===== src/design/display_scale_table_unit_defines.svh =====
// Assertion macros used by the display scale table unit controller
`ifndef DISPLAY_SCALE_TABLE_UNIT_DEFINES_SVH
`define DISPLAY_SCALE_TABLE_UNIT_DEFINES_SVH

`ifndef ASSERT_OFF

// check a property on every rising clock edge outside reset
`define DST_ASSERT(label, clk, rst, prop) \
   label: assert property (@(posedge clk) disable iff (rst) (prop)) \
      else $error("display scale table: check failed");

// check that a condition implies a consequence in the same cycle
`define DST_ASSERT_IMPL(label, clk, rst, ante, cons) \
   label: assert property (@(posedge clk) disable iff (rst) (ante) |-> (cons)) \
      else $error("display scale table: implication failed");

`else

`define DST_ASSERT(label, clk, rst, prop)
`define DST_ASSERT_IMPL(label, clk, rst, ante, cons)

`endif

`endif


===== src/design/dst_pkg.sv =====
// Types, constants and helper functions of the display scale table unit
package dst_pkg;

   localparam int MAX_DISPLAYS = 4;

   // field widths
   localparam int KIND_W   = 3;
   localparam int ID_W     = 2;
   localparam int PHYS_W   = 14;
   localparam int DPI_W    = 10;
   localparam int SCALE_W  = 9;
   localparam int COORD_W  = 16;
   localparam int STATUS_W = 2;
   localparam int VALUE_W  = 18;
   localparam int LOG_W    = 14;

   // table indexing
   localparam int IDX_W = (MAX_DISPLAYS > 1) ? $clog2(MAX_DISPLAYS) : 1;
   localparam int CNT_W = $clog2(MAX_DISPLAYS + 1);
   localparam int EXT_W = ID_W + CNT_W;

   // arithmetic widths: |c*s + 50| stays below 2**24
   localparam int NUM_W     = 25;
   localparam int MAG_W     = NUM_W - 1;
   localparam int OPA_W     = COORD_W + 1;
   localparam int OPB_W     = SCALE_W + 1;
   localparam int PROD_W    = OPA_W + OPB_W;
   localparam int DIV_CNT_W = $clog2(MAG_W);

   // stream packing
   localparam int REQ_ID_LSB    = 0;
   localparam int REQ_PW_LSB    = REQ_ID_LSB + ID_W;
   localparam int REQ_PH_LSB    = REQ_PW_LSB + PHYS_W;
   localparam int REQ_DPI_LSB   = REQ_PH_LSB + PHYS_W;
   localparam int REQ_NS_LSB    = REQ_DPI_LSB + DPI_W;
   localparam int REQ_COORD_LSB = REQ_NS_LSB + SCALE_W;
   localparam int REQ_BITS      = REQ_COORD_LSB + COORD_W;
   localparam int REQ_DATA_W    = ((REQ_BITS + 7) / 8) * 8;
   localparam int RSP_BITS      = STATUS_W + VALUE_W + 2 * LOG_W;
   localparam int RSP_DATA_W    = ((RSP_BITS + 7) / 8) * 8;

   // operation kinds
   localparam logic [KIND_W-1:0] KIND_REGISTER   = 3'd0;
   localparam logic [KIND_W-1:0] KIND_SET_SCALE  = 3'd1;
   localparam logic [KIND_W-1:0] KIND_SCALE_UP   = 3'd2;
   localparam logic [KIND_W-1:0] KIND_SCALE_DOWN = 3'd3;
   localparam logic [KIND_W-1:0] KIND_SIZE_QUERY = 3'd4;

   // result status codes
   localparam logic [STATUS_W-1:0] STATUS_OK   = 2'd0;
   localparam logic [STATUS_W-1:0] STATUS_FULL = 2'd1;
   localparam logic [STATUS_W-1:0] STATUS_BAD  = 2'd2;

   // scale limits and rounding constants
   localparam logic [SCALE_W-1:0] SCALE_DEFAULT = 9'd100;
   localparam logic [SCALE_W-1:0] PCT_BASE      = 9'd100;
   localparam logic [SCALE_W-1:0] SCALE_MIN     = 9'd100;
   localparam logic [SCALE_W-1:0] SCALE_MAX     = 9'd400;
   localparam logic [SCALE_W-1:0] UP_ROUND      = 9'd50;

   // DPI band edges
   localparam logic [DPI_W-1:0] DPI_BAND_125 = 10'd108;
   localparam logic [DPI_W-1:0] DPI_BAND_150 = 10'd132;
   localparam logic [DPI_W-1:0] DPI_BAND_175 = 10'd156;
   localparam logic [DPI_W-1:0] DPI_BAND_200 = 10'd180;
   localparam logic [DPI_W-1:0] DPI_BAND_250 = 10'd216;
   localparam logic [DPI_W-1:0] DPI_BAND_300 = 10'd264;

   typedef enum logic [2:0] {
      ST_IDLE,
      ST_DECODE,
      ST_MULT,
      ST_DIVLD,
      ST_DIVIDE,
      ST_FINISH
   } dst_state_type;

   typedef enum logic [1:0] {
      PASS_WIDTH,
      PASS_HEIGHT,
      PASS_COORD
   } dst_pass_type;

   typedef struct packed {
      logic         capture;
      logic         decode;
      logic         mult;
      logic         div_start;
      logic         writeback;
      logic         load_out;
      dst_pass_type pass;
   } dst_cmd_type;

   typedef struct packed {
      logic recompute;
      logic convert;
      logic div_busy;
   } dst_stat_type;

   // scale percent chosen from the display's DPI
   function automatic logic [SCALE_W-1:0] band_scale(input logic [DPI_W-1:0] dpi);
      logic [SCALE_W-1:0] s;
      if (dpi <= DPI_BAND_125) begin
         s = 9'd100;
      end else if (dpi <= DPI_BAND_150) begin
         s = 9'd125;
      end else if (dpi <= DPI_BAND_175) begin
         s = 9'd150;
      end else if (dpi <= DPI_BAND_200) begin
         s = 9'd175;
      end else if (dpi <= DPI_BAND_250) begin
         s = 9'd200;
      end else if (dpi <= DPI_BAND_300) begin
         s = 9'd250;
      end else begin
         s = 9'd300;
      end
      return s;
   endfunction

endpackage


===== src/design/dst_div.sv =====
// Restoring signed divider, one quotient bit a cycle, truncating toward zero
module dst_div
   import dst_pkg::*;
(
   input  logic                      clock,
   input  logic                      reset,
   input  logic                      start,
   input  logic signed [NUM_W-1:0]   num,
   input  logic        [SCALE_W-1:0] den,
   output logic                      busy,
   output logic signed [NUM_W-1:0]   quot
);

   logic                 busy_ff, busy_in;
   logic [DIV_CNT_W-1:0] cnt_ff, cnt_in;
   logic                 neg_ff, neg_in;
   logic [MAG_W-1:0]     q_ff, q_in;
   logic [SCALE_W-1:0]   rem_ff, rem_in;
   logic [SCALE_W-1:0]   den_ff, den_in;

   logic [SCALE_W:0]     shifted;
   logic [SCALE_W:0]     diff;
   logic                 fits;
   logic [NUM_W-1:0]     num_neg;
   logic [NUM_W-1:0]     q_ext;

   always_comb begin
      shifted = {rem_ff, q_ff[MAG_W-1]};
      diff    = shifted - {1'b0, den_ff};
      fits    = shifted >= {1'b0, den_ff};
      num_neg = -num;

      busy_in = busy_ff;
      cnt_in  = cnt_ff;
      neg_in  = neg_ff;
      q_in    = q_ff;
      rem_in  = rem_ff;
      den_in  = den_ff;

      if (start) begin
         busy_in = 1'b1;
         cnt_in  = '0;
         neg_in  = num[NUM_W-1];
         q_in    = num[NUM_W-1] ? num_neg[MAG_W-1:0] : num[MAG_W-1:0];
         rem_in  = '0;
         den_in  = den;
      end else if (busy_ff) begin
         q_in   = {q_ff[MAG_W-2:0], fits};
         rem_in = fits ? diff[SCALE_W-1:0] : shifted[SCALE_W-1:0];
         cnt_in = cnt_ff + 1'b1;
         if (cnt_ff == DIV_CNT_W'(MAG_W - 1)) begin
            busy_in = 1'b0;
         end
      end
   end

   always_ff @(posedge clock) begin
      if (reset) begin
         busy_ff <= 1'b0;
         cnt_ff  <= '0;
      end else begin
         busy_ff <= busy_in;
         cnt_ff  <= cnt_in;
      end
   end

   always_ff @(posedge clock) begin
      neg_ff <= neg_in;
      q_ff   <= q_in;
      rem_ff <= rem_in;
      den_ff <= den_in;
   end

   assign q_ext = {1'b0, q_ff};
   assign quot  = neg_ff ? -q_ext : q_ext;
   assign busy  = busy_ff;

endmodule


===== src/design/dst_dpath.sv =====
// Datapath: display table, scale multiplier, divider and result registers
module dst_dpath
   import dst_pkg::*;
(
   input  logic                       clock,
   input  logic                       reset,
   input  dst_cmd_type                cmd,
   output dst_stat_type               stat,
   input  logic        [KIND_W-1:0]   in_kind,
   input  logic        [ID_W-1:0]     in_screen_id,
   input  logic        [PHYS_W-1:0]   in_phys_width,
   input  logic        [PHYS_W-1:0]   in_phys_height,
   input  logic        [DPI_W-1:0]    in_dots_per_inch,
   input  logic        [SCALE_W-1:0]  in_new_scale,
   input  logic signed [COORD_W-1:0]  in_coordinate,
   output logic        [STATUS_W-1:0] out_status,
   output logic signed [VALUE_W-1:0]  out_value,
   output logic        [LOG_W-1:0]    out_view_width,
   output logic        [LOG_W-1:0]    out_view_height
);

   // captured word
   logic        [KIND_W-1:0]  kind_ff;
   logic        [ID_W-1:0]    id_ff;
   logic        [PHYS_W-1:0]  pw_ff;
   logic        [PHYS_W-1:0]  ph_ff;
   logic        [DPI_W-1:0]   dpi_ff;
   logic        [SCALE_W-1:0] ns_ff;
   logic signed [COORD_W-1:0] coord_ff;
   logic        [IDX_W-1:0]   idx_ff, idx_in;

   // display table
   logic [CNT_W-1:0]   count_ff, count_in;
   logic [SCALE_W-1:0] scale_store_ff [MAX_DISPLAYS];
   logic [PHYS_W-1:0]  pw_store_ff    [MAX_DISPLAYS];
   logic [PHYS_W-1:0]  ph_store_ff    [MAX_DISPLAYS];
   logic [LOG_W-1:0]   lw_store_ff    [MAX_DISPLAYS];
   logic [LOG_W-1:0]   lh_store_ff    [MAX_DISPLAYS];

   // working and result registers
   logic        [SCALE_W-1:0]  scale_ff;
   logic signed [NUM_W-1:0]    num_ff, num_in;
   logic        [SCALE_W-1:0]  den_ff, den_in;
   logic        [STATUS_W-1:0] res_status_ff;
   logic        [VALUE_W-1:0]  res_value_ff;
   logic        [LOG_W-1:0]    res_lw_ff;
   logic        [LOG_W-1:0]    res_lh_ff;
   logic        [STATUS_W-1:0] out_status_ff;
   logic        [VALUE_W-1:0]  out_value_ff;
   logic        [LOG_W-1:0]    out_lw_ff;
   logic        [LOG_W-1:0]    out_lh_ff;

   logic [EXT_W-1:0]    in_id_ext, cnt_ext, id_ext;
   logic                full, known, scale_ok;
   logic                reg_ok, set_ok, conv, query;
   logic [STATUS_W-1:0] status_dec;
   logic [SCALE_W-1:0]  scale_dec;

   logic                      is_up;
   logic signed [OPA_W-1:0]   opa;
   logic signed [OPB_W-1:0]   opb;
   logic signed [PROD_W-1:0]  prod, addend, sum;
   logic                      div_busy;
   logic signed [NUM_W-1:0]   quot;

   // table slot: the next free entry for register, else the addressed one
   always_comb begin
      in_id_ext = EXT_W'(in_screen_id);
      cnt_ext   = EXT_W'(count_ff);
      idx_in    = (in_kind == KIND_REGISTER) ? cnt_ext[IDX_W-1:0] : in_id_ext[IDX_W-1:0];
   end

   always_comb begin
      id_ext   = EXT_W'(id_ff);
      full     = count_ff >= CNT_W'(MAX_DISPLAYS);
      known    = (id_ext < cnt_ext) && (id_ext < EXT_W'(MAX_DISPLAYS));
      scale_ok = (ns_ff >= SCALE_MIN) && (ns_ff <= SCALE_MAX);
      reg_ok   = (kind_ff == KIND_REGISTER) && !full;
      set_ok   = (kind_ff == KIND_SET_SCALE) && known && scale_ok;
      conv     = (kind_ff == KIND_SCALE_UP) || (kind_ff == KIND_SCALE_DOWN);
      query    = (kind_ff == KIND_SIZE_QUERY) && known;

      case (kind_ff)
         KIND_REGISTER:   status_dec = full ? STATUS_FULL : STATUS_OK;
         KIND_SET_SCALE:  status_dec = set_ok ? STATUS_OK : STATUS_BAD;
         KIND_SCALE_UP:   status_dec = STATUS_OK;
         KIND_SCALE_DOWN: status_dec = STATUS_OK;
         KIND_SIZE_QUERY: status_dec = known ? STATUS_OK : STATUS_BAD;
         default:         status_dec = STATUS_BAD;
      endcase

      if (reg_ok) begin
         scale_dec = band_scale(dpi_ff);
      end else if (set_ok) begin
         scale_dec = ns_ff;
      end else if (known) begin
         scale_dec = scale_store_ff[idx_ff];
      end else begin
         scale_dec = SCALE_DEFAULT;
      end

      count_in = reg_ok ? count_ff + 1'b1 : count_ff;
   end

   assign stat.recompute = reg_ok || set_ok;
   assign stat.convert   = conv;
   assign stat.div_busy  = div_busy;

   // numerator: up is c*s + 50 over 100; down and the size passes are x*100 + s/2 over s
   always_comb begin
      is_up = (cmd.pass == PASS_COORD) && (kind_ff == KIND_SCALE_UP);
      case (cmd.pass)
         PASS_WIDTH:  opa = $signed(OPA_W'(pw_store_ff[idx_ff]));
         PASS_HEIGHT: opa = $signed(OPA_W'(ph_store_ff[idx_ff]));
         PASS_COORD:  opa = OPA_W'(coord_ff);
         default:     opa = '0;
      endcase
      opb    = $signed({1'b0, is_up ? scale_ff : PCT_BASE});
      prod   = opa * opb;
      addend = is_up ? $signed(PROD_W'(UP_ROUND)) : $signed(PROD_W'(scale_ff >> 1));
      sum    = prod + addend;
      num_in = sum[NUM_W-1:0];
      den_in = is_up ? PCT_BASE : scale_ff;
   end

   always_ff @(posedge clock) begin
      if (reset) begin
         count_ff <= '0;
      end else if (cmd.decode) begin
         count_ff <= count_in;
      end
   end

   always_ff @(posedge clock) begin
      if (cmd.capture) begin
         kind_ff  <= in_kind;
         id_ff    <= in_screen_id;
         pw_ff    <= in_phys_width;
         ph_ff    <= in_phys_height;
         dpi_ff   <= in_dots_per_inch;
         ns_ff    <= in_new_scale;
         coord_ff <= in_coordinate;
         idx_ff   <= idx_in;
      end

      if (cmd.decode) begin
         res_status_ff <= status_dec;
         res_value_ff  <= reg_ok ? VALUE_W'(count_ff) : '0;
         res_lw_ff     <= query ? lw_store_ff[idx_ff] : '0;
         res_lh_ff     <= query ? lh_store_ff[idx_ff] : '0;
         scale_ff      <= scale_dec;
         if (reg_ok) begin
            pw_store_ff[idx_ff] <= pw_ff;
            ph_store_ff[idx_ff] <= ph_ff;
         end
         if (reg_ok || set_ok) begin
            scale_store_ff[idx_ff] <= scale_dec;
         end
      end

      if (cmd.mult) begin
         num_ff <= num_in;
         den_ff <= den_in;
      end

      if (cmd.writeback) begin
         case (cmd.pass)
            PASS_WIDTH: begin
               res_lw_ff           <= quot[LOG_W-1:0];
               lw_store_ff[idx_ff] <= quot[LOG_W-1:0];
            end
            PASS_HEIGHT: begin
               res_lh_ff           <= quot[LOG_W-1:0];
               lh_store_ff[idx_ff] <= quot[LOG_W-1:0];
            end
            PASS_COORD: begin
               res_value_ff <= quot[VALUE_W-1:0];
            end
            default: begin
            end
         endcase
      end

      if (cmd.load_out) begin
         out_status_ff <= res_status_ff;
         out_value_ff  <= res_value_ff;
         out_lw_ff     <= res_lw_ff;
         out_lh_ff     <= res_lh_ff;
      end
   end

   dst_div u_div (
      .clock (clock),
      .reset (reset),
      .start (cmd.div_start),
      .num   (num_ff),
      .den   (den_ff),
      .busy  (div_busy),
      .quot  (quot)
   );

   assign out_status      = out_status_ff;
   assign out_value       = $signed(out_value_ff);
   assign out_view_width  = out_lw_ff;
   assign out_view_height = out_lh_ff;

endmodule


===== src/design/dst_ctrl.sv =====
// Controller: sequences decode, multiply, divide passes and result hand-off
`include "display_scale_table_unit_defines.svh"

module dst_ctrl
   import dst_pkg::*;
(
   input  logic         clock,
   input  logic         reset,
   input  logic         req_tvalid,
   output logic         req_tready,
   output logic         rsp_tvalid,
   input  logic         rsp_tready,
   input  dst_stat_type stat,
   output dst_cmd_type  cmd
);

   dst_state_type state_ff, state_in;
   dst_pass_type  pass_ff, pass_in;
   logic          rsp_valid_ff, rsp_valid_in;

   always_ff @(posedge clock) begin
      if (reset) begin
         state_ff     <= ST_IDLE;
         pass_ff      <= PASS_COORD;
         rsp_valid_ff <= 1'b0;
      end else begin
         state_ff     <= state_in;
         pass_ff      <= pass_in;
         rsp_valid_ff <= rsp_valid_in;
      end
   end

   always_comb begin
      state_in      = state_ff;
      pass_in       = pass_ff;
      req_tready    = 1'b0;
      cmd           = '0;
      cmd.pass      = pass_ff;

      case (state_ff)
         ST_IDLE: begin
            req_tready = 1'b1;
            if (req_tvalid) begin
               cmd.capture = 1'b1;
               state_in    = ST_DECODE;
            end
         end
         ST_DECODE: begin
            cmd.decode = 1'b1;
            if (stat.recompute) begin
               pass_in  = PASS_WIDTH;
               state_in = ST_MULT;
            end else if (stat.convert) begin
               pass_in  = PASS_COORD;
               state_in = ST_MULT;
            end else begin
               state_in = ST_FINISH;
            end
         end
         ST_MULT: begin
            cmd.mult = 1'b1;
            state_in = ST_DIVLD;
         end
         ST_DIVLD: begin
            cmd.div_start = 1'b1;
            state_in      = ST_DIVIDE;
         end
         ST_DIVIDE: begin
            if (!stat.div_busy) begin
               cmd.writeback = 1'b1;
               if (pass_ff == PASS_WIDTH) begin
                  pass_in  = PASS_HEIGHT;
                  state_in = ST_MULT;
               end else begin
                  state_in = ST_FINISH;
               end
            end
         end
         ST_FINISH: begin
            // hold until the output register is free or drains this cycle
            if (!rsp_valid_ff || rsp_tready) begin
               cmd.load_out = 1'b1;
               state_in     = ST_IDLE;
            end
         end
         default: begin
            state_in = ST_IDLE;
         end
      endcase

      if (cmd.load_out) begin
         rsp_valid_in = 1'b1;
      end else if (rsp_tready) begin
         rsp_valid_in = 1'b0;
      end else begin
         rsp_valid_in = rsp_valid_ff;
      end
   end

   assign rsp_tvalid = rsp_valid_ff;

   `DST_ASSERT_IMPL(a_accept_div_idle, clock, reset, req_tvalid && req_tready, !stat.div_busy)
   `DST_ASSERT(a_rsp_from_finish, clock, reset, $rose(rsp_valid_ff) |-> ($past(state_ff) == ST_FINISH))
   `DST_ASSERT(a_mult_entry, clock, reset, (state_ff == ST_MULT) |-> ($past(state_ff) == ST_DECODE || $past(state_ff) == ST_DIVIDE))
   `DST_ASSERT(a_height_follows_width, clock, reset, (state_ff == ST_DIVIDE && !stat.div_busy && pass_ff == PASS_WIDTH) |=> (state_ff == ST_MULT && pass_ff == PASS_HEIGHT))

endmodule


===== src/design/display_scale_table_unit.sv =====
// Top level of the display scale table unit: stream ports, controller and datapath
//
// Keeps a table of up to MAX_DISPLAYS displays (physical size, scale percent,
// logical size) and serves one request word at a time, returning exactly one
// response word for each. The kind travels in req_tuser: register appends a
// display with a scale taken from its DPI band, set scale replaces an entry's
// scale (100..400), scale up and scale down convert a signed coordinate with the
// entry's scale (100 for an id not yet registered), size query reads an entry's
// logical size. Logical sizes and conversions go through one signed divider that
// yields one quotient bit per cycle, after a registered multiply. For register
// and set scale, width and height take a divider pass each. The response sits in
// an output register, so a new request is taken while an earlier response still
// waits for rsp_tready; status 1 means table full, 2 a bad id, scale or kind,
// and then the other response fields are zero.
module display_scale_table_unit
   import dst_pkg::*;
(
   input  logic                  clock,
   input  logic                  reset,
   // request words
   input  logic                  req_tvalid,
   output logic                  req_tready,
   // screen_id, phys_width, phys_height, dots_per_inch, new_scale,
   // coordinate, zero padding (lowest bit first)
   input  logic [REQ_DATA_W-1:0] req_tdata,
   // kind
   input  logic [KIND_W-1:0]     req_tuser,
   // response words
   output logic                  rsp_tvalid,
   input  logic                  rsp_tready,
   // status, value, view_width, view_height (lowest bit first)
   output logic [RSP_DATA_W-1:0] rsp_tdata
);

   dst_cmd_type  cmd;
   dst_stat_type stat;

   logic        [ID_W-1:0]     req_screen_id;
   logic        [PHYS_W-1:0]   req_phys_width;
   logic        [PHYS_W-1:0]   req_phys_height;
   logic        [DPI_W-1:0]    req_dots_per_inch;
   logic        [SCALE_W-1:0]  req_new_scale;
   logic signed [COORD_W-1:0]  req_coordinate;
   logic        [STATUS_W-1:0] rsp_status;
   logic signed [VALUE_W-1:0]  rsp_value;
   logic        [LOG_W-1:0]    rsp_view_width;
   logic        [LOG_W-1:0]    rsp_view_height;

   // split the request word into its fields
   assign req_screen_id     = req_tdata[REQ_ID_LSB    +: ID_W];
   assign req_phys_width    = req_tdata[REQ_PW_LSB    +: PHYS_W];
   assign req_phys_height   = req_tdata[REQ_PH_LSB    +: PHYS_W];
   assign req_dots_per_inch = req_tdata[REQ_DPI_LSB   +: DPI_W];
   assign req_new_scale     = req_tdata[REQ_NS_LSB    +: SCALE_W];
   assign req_coordinate    = $signed(req_tdata[REQ_COORD_LSB +: COORD_W]);

   dst_ctrl u_ctrl (
      .clock      (clock),
      .reset      (reset),
      .req_tvalid (req_tvalid),
      .req_tready (req_tready),
      .rsp_tvalid (rsp_tvalid),
      .rsp_tready (rsp_tready),
      .stat       (stat),
      .cmd        (cmd)
   );

   dst_dpath u_dpath (
      .clock            (clock),
      .reset            (reset),
      .cmd              (cmd),
      .stat             (stat),
      .in_kind          (req_tuser),
      .in_screen_id     (req_screen_id),
      .in_phys_width    (req_phys_width),
      .in_phys_height   (req_phys_height),
      .in_dots_per_inch (req_dots_per_inch),
      .in_new_scale     (req_new_scale),
      .in_coordinate    (req_coordinate),
      .out_status       (rsp_status),
      .out_value        (rsp_value),
      .out_view_width   (rsp_view_width),
      .out_view_height  (rsp_view_height)
   );

   // pack the response word, zero-filled up to whole bytes
   assign rsp_tdata = RSP_DATA_W'({rsp_view_height, rsp_view_width,
                                   rsp_value, rsp_status});

endmodule

===== config.mk =====
export PLATFORM = sky130hd
export DESIGN_NAME = display_scale_table_unit
export DESIGN_NICKNAME = d
export VERILOG_FILES = /design/src/design/dst_pkg.sv /design/src/design/dst_div.sv /design/src/design/dst_dpath.sv /design/src/design/dst_ctrl.sv /design/src/design/display_scale_table_unit.sv
export VERILOG_INCLUDE_DIRS = /design/src /design/src/design
export SDC_FILE = /design/constraint.sdc
export NUM_CORES = 1
export LEC_CHECK = 0
export BUFFER_PORTS_ARGS = -buffer_cell sky130_fd_sc_hd__buf_4
export CORE_UTILIZATION = 50
export CTS_CLUSTER_DIAMETER = 50
export DETAILED_ROUTE_END_ITERATION = 10
export PLACE_DENSITY = 0.67
export SLEW_MARGIN = 20
export SYNTH_ARGS = -nofsm -noshare
export SYNTH_HDL_FRONTEND = slang
export SYNTH_SLANG_ARGS = --single-unit

===== constraint.sdc =====
create_clock -name clock -period 9.15 [get_ports clock]
set_clock_uncertainty 0.2 [all_clocks]
set_input_delay 0.4575 -clock clock [delete_from_list [all_inputs] [get_ports clock]]
set_output_delay 0.4575 -clock clock [all_outputs]
set_load 0.05 [all_outputs]

# After elaboration in Yosys (flattened, before gate mapping)
# Memory sizes are Yosys's and may differ from the RTL's. A register that Yosys moved wholly into a read port is not among the register bits.
# Cells that the tools add are included.
# word_totals
elab_cells	170
out_inout_bits	50
ram_bits	260
regBits	267
memories	5
# classes
muxes	78
mul	1
magnitude_cmp	11
eq_ne	17
n_addsub	6
n_reduce_logical	23
# mem_list
name	depth	width	read_ports	rd_ports_with_merged_regs	wr	line	text
u_dpath.lh_store_ff	4	14	1	1	1	dst_dpath.sv:38	logic [LOG_W-1:0] lh_store_ff [MAX_DISPLAYS];
u_dpath.lw_store_ff	4	14	1	1	1	dst_dpath.sv:37	logic [LOG_W-1:0] lw_store_ff [MAX_DISPLAYS];
u_dpath.ph_store_ff	4	14	1	1	1	dst_dpath.sv:36	logic [PHYS_W-1:0] ph_store_ff [MAX_DISPLAYS];
u_dpath.pw_store_ff	4	14	1	1	1	dst_dpath.sv:35	logic [PHYS_W-1:0] pw_store_ff [MAX_DISPLAYS];
u_dpath.scale_store_ff	4	9	1	1	1	dst_dpath.sv:34	logic [SCALE_W-1:0] scale_store_ff [MAX_DISPLAYS];
# ops
cell	count
$mux W14	8
$mux W9	11
$mux W18	4
$mux W24	3
$pmux W17 S3	1
$le A10 B8 Y1 const B	4
$mux W1	28
$add A25 B25 Y25	1
$mul A17 B10 Y25	1
$mux W2	12
$neg A24 Y24	1
$mux W3	7
$neg A18 Y18	1
$pmux W3 S6	1
$eq A3 B2 Y1 const B	4
$ge A10 B9 Y1	1
$le A10 B7 Y1 const B	1
$le A10 B9 Y1 const B	1
$eq A3 B3 Y1 const B	3
$ge A9 B7 Y1 const B	1
$le A9 B9 Y1 const B	1
$logic_not A3 Y1	3
$sub A9 B9 Y9	1
$mux W8	1
22 further kinds	36

# Longest topological paths before layout
# Gate-level depths: netlist of run 1.
# logic_depth
ltp_word	8
depth_mapped	27
depth_no_buf	23

# Cells and area by module
# From an unflattened synthesis of run 1, not the netlist that was laid out.
# hier_totals
cells_unflattened	2010
hier_area_um2	26995.9
# by_module_without_submodules
mod	area_per_inst_um2	seq_area_each_um2	cells_per_inst	n_inst
dst_dpath	23093.4	13723.2	1598	1
dst_div	3483.3	1321.3	367	1
dst_ctrl	419.2	120.1	45	1

# Least setup slack after synthesis of run 1
# OpenSTA, ideal clock, no wires.
# synth_timing
path_type	register to register
from	register with a tool-made name
to	register u_dpath.num_ff[19] (data pin)
arrival_time_ns	6.066
period_less_slack_ns	6.528
path_stages_with_launch	23
n_path_buf	2
setup_slack_ns	2.622
cell_sequence	dfxtp_1 -> buf_4 -> buf_2 -> mux4_2 -> a21oi_1 -> nor2_1 -> fa_1 -> inv_1 -> fa_1 -> fa_1 -> inv_1 -> fa_1 -> inv_1 -> fa_1 -> inv_1 -> ha_1 -> a2111oi_0 -> o21ai_1 -> a31oi_1 -> o22ai_1 -> o41ai_2 -> o21bai_1 -> xor2_1
# synth_lines
item	line	text
end signal: assignment	dst_dpath.sv:162	num_ff <= num_in;
end: declaration	dst_dpath.sv:42	logic signed [NUM_W-1:0] num_ff, num_in;

# Worst setup path in the final report of run 1
# layout_timing
from	register u_ctrl.pass_ff[1]
to	register u_dpath.num_ff[21] (data pin)
# layout_via
elab_chain_cells	5
# layout_lines
item	line	text
start: declaration	dst_ctrl.sv:18	dst_pass_type pass_ff, pass_in;
start signal: assignment	dst_ctrl.sv:28	pass_ff <= pass_in;
$eq A2 B2 Y1	dst_dpath.sv:111, dst_dpath.sv:112	
$logic_and A1 B1 Y1	dst_dpath.sv:111	is_up = (cmd.pass == PASS_COORD) && (kind_ff == KIND_SCALE_UP);
$mux W9	dst_dpath.sv:118	opb = $signed({1'b0, is_up ? scale_ff : PCT_BASE});
$mul A17 B10 Y25	dst_dpath.sv:119	prod = opa * opb;
$add A25 B25 Y25 (*)	dst_dpath.sv:121	sum = prod + addend;
via u_dpath.sum[21]	dst_dpath.sv:62	logic signed [PROD_W-1:0] prod, addend, sum;
# Mark *: on every way through the listed nets, which the timed path passes. The rest lies on a longest branch.
# A chain may end at the register's enable or synchronous reset.

==> results_dict.tcl, run 1 <==
set metrics [dict create \
    slew_headroom_pct 25.97 \
    die-area_um2 54010 \
    clk_pin_slew_worst_paths_ps 60 \
    switchingPower_uw 5055 \
    synth.distinct_cells 73 \
    grt_pass1_wl_mm 86.54 \
    clock_latency_ps 640 \
    muxShareOfSynthArea_pct 6.821 \
    cts_tree "yes" \
    worstMarginPinSlew_ps 1110 \
    io_pins 129 \
    ctsHoldBuffers 69 \
    final_nets 2491 \
    stdcell_count 2933 \
    final_area_um2 30950 \
    regToRegSetupSlack_ps 1630 \
    core_um2 52550 \
    hold_class "primary input to flop" \
    grt-ovfl-total 0 \
    clock_path_buffers 3 \
    h-tree-depth 2 \
    cp_common_cell "fa_1" \
    power.leakage_uw 0.01206 \
    synthSimpleGateAreaFrac_pct 8.296 \
    pwr-share-comb_pct 53.1 \
    internal-power_uw 7386 \
    hold_viol 0 \
    ys_warn_count 0 \
    yosysTopAreaCell "edfxtp_1" \
    ys.flop_type "edfxtp_1" \
    p_seq_share_pct 28.0 \
    synth_area_um2 26540 \
    place_hpwl_mm 37.39 \
    drive_above_1_share_pct 15.59 \
    crit_fanout 40 \
    crit_required_ps 9260 \
    critPathKind "flop to flop" \
    critPathBufInv 4 \
    powerDensity_nw_per_um2 401.9 \
    setup-violations-final 0 \
    post_drt_wl_per_cell_um 18.60 \
    cts_setup_buffers 0 \
    grt_setup_unrepaired "false" \
    synth_fa_ha_area_share_pct 13.73 \
    grt_max_degree 73 \
    synth_compound_area_share_pct 7.236 \
    end_kind "flop" \
    yosysTopAreaCellShare_pct 51.70 \
    post_drt_via_cell_ratio 5.410 \
    drt_wl_total_mm 54.55 \
    place_congestion 0.8514 \
    yosysSeqAreaShare_pct 57.13 \
    drc 0 \
    postSynthCellCount 1997 \
    synth_edf_count 457 \
    post_cts_resized 0 \
    max_cap_violations 0 \
    die_w_um 232.4 \
    io_buffers 121 \
    vdd_ir_drop_max_v 0.0003761 \
    dpl-instance-area_um2 28270 \
    dpl.cell_count 2757 \
    worstSetupStartpointType "flop" \
    worstPathArrival_ps 7630 \
    synth_xor_area_share_pct 2.376 \
    root_buffer "clkbuf_16" \
    slew_viol_final 0 \
    swShare_pct 40.63 \
    fin_crit_ps 7517 \
    area_growth_pct 16.62 \
    synth.net_count 2291 \
    layout_worst_path_cycle_share_pct 82.15 \
    ff2ff_path_depth 21 \
    crit_family "adder cells" \
    crit_cells 21 \
    drt-initial-drc-count 1002 \
    num_vias 15870 \
    clock_sinks 529 \
    gr-usage-all-layers_pct 20.69 \
    num_antenna_cells 0 \
    detail-route-antenna-nets 0 \
    numCtsBuffers 57 \
    status "finished, final reports clean" \
    cpPeakStageDelay_ps 770 \
    grt_pass1_vias 16030 \
    syn_area_per_cell_um2 13.29 \
    drtPass1Iterations 7 \
    synth_top_family_by_area "adder cells" \
    tns_ps 0 \
    hold_depth 4 \
    antenna_found_initial 0 \
    synth_area_leaders "edfxtp_1 (52%), fa_1 (9.6%), dfxtp_1 (5.4%), mux4_2 (4.8%), ha_1 (4.1%)" \
    timing.fmax_mhz 133.0 \
    ys_ff_latch 529 \
    initial_core_util_pct 50.51 \
    cpMaxStageDelayCell "dfxtp_1" \
    num_rows 84 \
    async_flop_share_pct 0 \
    p_clk_share_pct 18.9 \
    path_cells "nand2_1 > nor3_2 > buf_4 > and2_1 > nand2_1 > fa_1 > fa_1 > fa_1 > inv_1 > fa_1 > inv_1 > fa_1 > inv_1 > ha_1 > a2111oi_0 > o21ai_1 > a31oi_1 > nor2b_1 > o21ai_0 > o21ai_0 > xor2_1" \
    die_y_um 232.4 \
]
[per-layer routing]
metal | GRT usage (%) | up-vias | part of all wire (%)
met5 | 0 | - | 0
met4 | 6.024 | 0 | 2.5
met3 | 3.076 | 102 | 4.1
met2 | 34.12 | 382 | 48
met1 | 28.49 | 7845 | 45
li1 | - | 7538 | -
[logic make-up (layout without fill, tap and decap cells)]
kind of cell               count (synthesis)  count (layout)
AOI/OAI and AO/OA                        294             294
xor gates and xnor gates                  72              72
adders and majority gates                215             215
muxes                                    108             108
buffers and inverters                    303             551
and+or+nand+nor                          476             476
DFF                                      529             529
[path summary, 6_finish.rpt]
kind	start	endpoint
worst min register to register	u_dpath.den_ff[0]$_SDFFCE_PN0P_	u_dpath.u_div.den_ff[0]$_DFFE_PP_
worst min-delay path	rsp_tready	u_ctrl.state_ff[0]$_SDFFE_PP0P_
worst max register to register	u_ctrl.pass_ff[1]$_SDFFE_PP1P_	u_dpath.num_ff[21]$_DFFE_PP_
worst max-delay path	u_ctrl.pass_ff[1]$_SDFFE_PP1P_	u_dpath.num_ff[21]$_DFFE_PP_
[power groups by stage]
stage	clock (uW)	combinational, uW	sequential (uW)
2_1_floorplan	0	5170	3440
3_3_place_gp	0	6420	3520
3_5_place_dp	0	6540	3530
4_1_cts	2390	6620	3490
5_1_grt	2480	7500	3520
6_report	2350	6600	3490
[state kept, by name, summed over array words and instances (netlist names), 18 cells and up, named ones only]
signal and count:
u_dpath.res_value_ff 18, u_dpath.u_div.q_ff 24, u_dpath.lh_store_ff 56, u_dpath.out_value 18, u_dpath.scale_store_ff 36, u_dpath.ph_store_ff 56
u_dpath.pw_store_ff 56, u_dpath.num_ff 25, u_dpath.lw_store_ff 56
[layout make-up]
cell class              count  area (um^2)
clock buffers              67         1506
fillers                  4172        21600
clock inverters            40        467.9
flip-flops and latches    529        15170
well taps                 688        860.8
repair buffers            218         1809
multi-input cells        1165        10290
inverters                 226        848.3
[cells in the mapped netlist (4+ instances only)]
cell type and instances:
a21oi_1 56, xnor2_1 28, buf_2 18, nand2b_1 19, a22o_1 17, dfxtp_1 72
nor4_1 7, o41ai_1 4, nor3_1 25, o22a_1 9, fa_1 127, nand2_1 152
mux4_2 57, or2_2 11, o21ai_0 90, xor2_1 44, edfxtp_1 457, nor2b_1 27
mux2i_1 38, a31oi_1 7, or3_1 6, or4_1 5, clkbuf_1 48, a22oi_1 12
nand3_1 36, ha_1 88, a211oi_1 8, o211ai_1 6, o21ai_1 8, buf_1 8
o21a_1 8, o31ai_1 12, mux2_2 13, nor2_1 147, inv_1 224, o22ai_1 15
a21o_1 8, and2_1 8, nand4_1 8, and3_1 11
[stage by stage]
| stage | total power [uW] | utilization, % | hold WS (ps) | setup slack [ps] |
|---|---|---|---|---|
| floorplan | 8608 | - | 200.3 | 2622 |
| global placement | 9942 | 53.79 | 203.6 | 1797 |
| detailed placement | 10080 | 53.79 | 204.5 | 1691 |
| CTS | 12500 | 58.86 | 80.35 | 1622 |
| global route | 13500 | 58.90 | 110.6 | 1142 |
| finish | 12440 | 58.90 | 112.8 | 1633 |
[cell usage in the layout (no fill, tap or decap), drive strengths merged, types with 11 or more instances in the layout]
cell | netlist | layout
a22o | 17 | 17
dfxtp | 72 | 72
edfxtp | 457 | 457
mux2i | 38 | 38
o31ai | 13 | 13
nand2b | 19 | 19
inv | 226 | 232
nand2 | 152 | 152
clkbuf | 48 | 67
a22oi | 12 | 12
dlygate4sd3 | 0 | 69
clkinv | 0 | 27
a21oi | 56 | 56
or2 | 12 | 12
nor2 | 148 | 148
fa | 127 | 127
nand3 | 36 | 36
o21ai | 98 | 98
buf | 29 | 149
nor2b | 27 | 27
xor2 | 44 | 44
xnor2 | 28 | 28
mux2 | 13 | 13
ha | 88 | 88
and3 | 11 | 11
o22ai | 15 | 15
mux4 | 57 | 57
nor3 | 26 | 26
[worst min-delay path, cell delays in order]
cell	delay, ps
buf_4	80
nor2b_1	150
nand3_1	130
a21oi_1	60
Power figures use the tool's default switching activity.
==> run 2, diff against run 1 <==
Clock period 9.15 ns to 7.6 ns, I/O delays scaled along.
==> run 2 against run 1 <==
Net effect:
- non-clock buffer count rose by 14
- clock power rose by 17%
- cell count rose by 0.48%
- largest cell class unchanged
- highest routed layer unchanged
==> results_dict.tcl, run 2 (synthesis gave the netlist of run 1 again) <==
set metrics [dict create \
    drt-initial-drc-count 886 \
    num_vias 15920 \
    layout_worst_path_cycle_share_pct 93.38 \
    wl_met1_mm 23.88 \
    layout_common_cells "edfxtp_1 (457), inv_1 (224), buf_4 (160)" \
    die_y_um 232.4 \
    antenna_found_initial 0 \
    crit_family "adder cells" \
    core_um2 52550 \
    drtPass1Iterations 5 \
    num_rows 84 \
    clock_latency_ps 640 \
    drc 0 \
    end_kind "flop" \
    die-area_um2 54010 \
    postLayoutCoreUtil_pct 59.01 \
    max_cap_violations 0 \
    worstPathArrival_ps 7220 \
    setup-violations-final 0 \
    worstSetupStartpointType "flop" \
    timing.fmax_mhz 140.9 \
    regToRegSetupSlack_ps 500 \
    slew_viol_final 0 \
    critPathKind "flop to flop" \
    h-tree-depth 2 \
    io_buffers 121 \
    place_congestion 0.8577 \
    powerDensity_nw_per_um2 481.7 \
    hold_class "primary input to flop" \
    place_ws_ps 484.4 \
    post_drt_wl_per_cell_um 18.52 \
    cts_tree "yes" \
    slew_headroom_pct 22.17 \
    fin_crit_ps 7097 \
    stdcell_count 2947 \
    routed-wl-met3_mm 2.559 \
    grt_pass1_wl_mm 86.55 \
    crit_fanout 12 \
    grt_pass1_vias 16110 \
    num_antenna_cells 0 \
    status "finished, final reports clean" \
    path_cells "nand2b_1 > nor3_2 > and2_1 > nand2_1 > fa_1 > fa_1 > fa_1 > inv_1 > fa_1 > inv_1 > fa_1 > inv_1 > ha_1 > a2111oi_0 > o21ai_1 > a31oi_1 > nor2b_1 > o21ai_0 > o311ai_1 > xor2_1" \
    cp_common_cell "fa_1" \
    cpMaxStageDelayCell "fa_1" \
    wl_met2_mm 26.39 \
    dpl.cell_count 2770 \
    place_hpwl_mm 37.96 \
    final_nets 2505 \
    detail-route-antenna-nets 0 \
    setup_ws_ps 503.3 \
    cts_setup_buffers 0 \
    cpPeakStageDelay_ps 530 \
    layout_commonest_cell "edfxtp_1" \
    tns_ps 0 \
    die_w_um 232.4 \
    worstMarginPinSlew_ps 1159 \
    drive_above_1_share_pct 15.98 \
    grt-ovfl-total 0 \
    critPathBufInv 3 \
    root_buffer "clkbuf_16" \
    crit_required_ps 7720 \
    highest_layer "met4" \
    clk_pin_slew_worst_paths_ps 60 \
    gr-usage-all-layers_pct 20.65 \
    clock_sinks 529 \
    vdd_ir_drop_max_v 0.0005421 \
    grt_setup_unrepaired "false" \
    initial_core_util_pct 50.51 \
    hold_viol 0 \
    power.leakage_uw 0.01208 \
    clock_path_buffers 3 \
    grt_max_degree 73 \
    post_drt_via_cell_ratio 5.402 \
    area_growth_pct 16.84 \
    numCtsBuffers 57 \
    io_pins 129 \
    drt_wl_total_mm 54.57 \
]
-- run 2: routing by layer --
| layer | vias to the layer above | GRT usage, % |
|---|---|---|
| met1 | 7854 | 27.64 |
| met4 | 0 | 7.381 |
| met2 | 430 | 34.42 |
| met5 | - | 0 |
| met3 | 91 | 2.929 |
| li1 | 7546 | - |
-- run 2: stage by stage --
stage          total power, uW  hold slack (ps)  cell area [um^2]
6_report                 14940            95.17             31010
5_1_grt                  16200            90.20             31010
4_1_cts                  15060            59.70             31000
3_5_place_dp             12220            204.5             28380
3_3_place_gp             12030            205.7             28380
2_1_floorplan            10360            200.3             26540
-- run 2: worst min-delay path, cell delays in order --
cell	delay, ps
buf_4	120
nor3_1	130
nor2_1	80
nor2_1	90
nor3_1	60
-- run 2: area by class of cell --
cell class	count	area, um^2
fill	4143	21540
sequential	529	15170
multi-input combinational	1165	10270
timing repair buffer	232	1942
clock buffer	71	1509
tap	688	860.8
inverter	226	848.3
clock inverter	36	412.9
-- run 2: path summary, 6_finish.rpt --
path,start,to,cells past startpoint
worst max-delay path,u_dpath.kind_ff[2]$_DFFE_PP_,u_dpath.num_ff[23]$_DFFE_PP_,20
worst max register to register,u_dpath.kind_ff[2]$_DFFE_PP_,u_dpath.num_ff[23]$_DFFE_PP_,20
worst min-delay path,req_tvalid,u_ctrl.state_ff[1]$_SDFFE_PP0P_,5
worst min register to register,u_dpath.res_value_ff[3]$_DFF_P_,u_dpath.out_value[3]$_DFFE_PP_,0
-- run 2: repair_timing --
item,CTS,global route
endpoints found under the setup margin,0,0
hold endpoints to repair,87,0
resized for setup,0,0
hold buffers,70,0
-- run 2: where the power goes --
group,switching (uW),internal (uW)
clock,1170,1580
sequential,273,3880
combinational,4650,3390
total,6090,8850
==> run 3, diff against run 2 <==
Settings changed: CORE_ASPECT_RATIO set to 0.6.
==> run 3 against run 2 <==
Net effect:
- global-route usage up 1.3 points
- cell area decreased by 0.84%
- worst setup slack worse by 73 ps
==> results_dict.tcl, run 3 (synthesis gave the netlist of run 1 again) <==
set metrics [dict create \
    cts_tree "yes" \
    worstMarginPinSlew_ps 1095 \
    detail-route-antenna-nets 0 \
    dpl.cell_count 2783 \
    core_um2 51650 \
    hold_viol 0 \
    initial_core_util_pct 51.39 \
    num_rows 64 \
    layout_common_cells "edfxtp_1 (457), inv_1 (224), buf_4 (170)" \
    clock_latency_ps 590 \
    worstPathArrival_ps 7290 \
    dpl-instance-area_um2 28430 \
    fin_total_pwr_uw 14620 \
    numCtsBuffers 49 \
    post_drt_wl_per_cell_um 19.77 \
    timing.fmax_mhz 139.5 \
    final_area_um2 30750 \
    post_drt_via_cell_ratio 5.511 \
    drc 0 \
    stdcell_count 2946 \
    place_hpwl_mm 40.31 \
    crit_required_ps 7720 \
    h-tree-depth 2 \
    status "finished, final reports clean" \
    grt-ovfl-total 0 \
    cpMaxStageDelayCell "o22ai_1" \
    layout_commonest_cell "edfxtp_1" \
    n_fill_cell 4044 \
    crit_fanout 16 \
    hold_class "primary input to flop" \
    post_cts_resized 0 \
    cpPeakStageDelay_ps 630 \
    worstSetupStartpointType "flop" \
    die-area_um2 54040 \
    place_ws_ps 466.7 \
    num_antenna_cells 0 \
    fin_crit_ps 7170 \
    vdd_ir_drop_max_v 0.0005733 \
    slew_headroom_pct 26.48 \
    antenna_found_initial 0 \
    critPathKind "flop to flop" \
    clock_sinks 529 \
    grt_setup_unrepaired "false" \
    clock_path_buffers 3 \
    drt_wl_total_mm 58.23 \
    final_nets 2506 \
    slew_viol_final 0 \
    drtPass1Iterations 7 \
    die_w_um 299.5 \
    power.leakage_uw 0.01198 \
    io_buffers 121 \
    drt-initial-drc-count 1306 \
    end_kind "flop" \
    multi_input_area_um2 10270 \
    grt_pass1_vias 16330 \
    drive_above_1_share_pct 15.85 \
    grt_max_degree 69 \
    place_congestion 0.8805 \
    die_y_um 180.5 \
    area_growth_pct 15.85 \
    powerDensity_nw_per_um2 475.4 \
    max_cap_violations 0 \
    tns_ps 0 \
    path_cells "buf_4 > nand2b_1 > o22ai_1 > nand2_1 > fa_1 > fa_1 > fa_1 > inv_1 > fa_1 > inv_1 > fa_1 > inv_1 > ha_1 > a2111oi_0 > o21ai_1 > a31oi_1 > o22ai_1 > o41ai_2 > o21bai_1 > xor2_1" \
    grt_pass1_wl_mm 91.96 \
    clk_pin_slew_worst_paths_ps 70 \
    setup-violations-final 0 \
    root_buffer "clkbuf_16" \
    io_pins 129 \
    regArea_um2 15170 \
    cp_common_cell "fa_1" \
    num_vias 16240 \
    setup_ws_ps 430.2 \
    gr-usage-all-layers_pct 21.93 \
    layout_worst_path_cycle_share_pct 94.34 \
]
run 3: cell types whose count changed in the layout (fill, tap and decap cells not counted), sizes merged:
cell	previous run	this run
clkinv	20	19
clkinvlp	5	2
buf	162	171
inv	233	232
bufinv	4	3
clkbuf	71	62
run 3: final timing paths:
kind                                                     endpoint  slack [ps]  cells after the start                       startpoint
worst max-delay path                 u_dpath.num_ff[19]$_DFFE_PP_         430                     20   u_ctrl.pass_ff[1]$_SDFFE_PP1P_
worst min-delay path                 u_dpath.kind_ff[0]$_DFFE_PP_          20                      2                       req_tvalid
worst min register to register  u_dpath.u_div.den_ff[7]$_DFFE_PP_         220                      0  u_dpath.den_ff[7]$_SDFFCE_PN0P_
worst max register to register       u_dpath.num_ff[19]$_DFFE_PP_         430                     20   u_ctrl.pass_ff[1]$_SDFFE_PP1P_
run 3: repair_timing:
action	in CTS	in global routing
hold buffers	70	0
endpoints found under the hold margin	85	0
buffers inserted	0	1
endpoints found under the setup margin	0	1
run 3: power by group:
group          switching, uW  internal (uW)
registers                304           3880
clock network           1100           1340
logic                   4630           3370
total                   6030           8590
run 3: critical path: cells and delay by family, from the launching register on:
| family | cells | cell delay (ps) |
|---|---|---|
| adder cells (fa/ha/maj) | 6 | 2970 |
| AND/OR/NAND/NOR | 2 | 650 |
| buffers and inverters | 4 | 390 |
| XOR/XNOR | 1 | 150 |
| AO/OA/AOI/OAI | 7 | 2180 |
| flip-flops | 1 | 360 |
run 3: metal layers:
| layer | vias up | global-route usage (%) | wire, um |
|---|---|---|---|
| li1 | 7560 | - | - |
| met1 | 8123 | 32.00 | 26760 |
| met2 | 482 | 34.26 | 26320 |
| met5 | - | 0 | 0 |
| met3 | 71 | 4.569 | 4218 |
| met4 | 0 | 4.163 | 930 |
run 3: metrics by stage:
step	hold WS (ps)	util (%)
floorplan	200.3	-
global placement	202.8	55.05
detailed placement	205.7	55.05
CTS	14.82	59.48
global route	18.32	59.54
finish	17.05	59.54
run 3: layout make-up:
class / instances / area share (%)
Multi-Input combinational cell: 1165 / 33.40
Clock buffer: 62 / 4.248
Timing Repair Buffer: 241 / 6.518
Clock inverter: 30 / 0.9155
Inverter: 226 / 2.759
Tap cell: 693 / 2.820
Sequential cell: 529 / 49.34
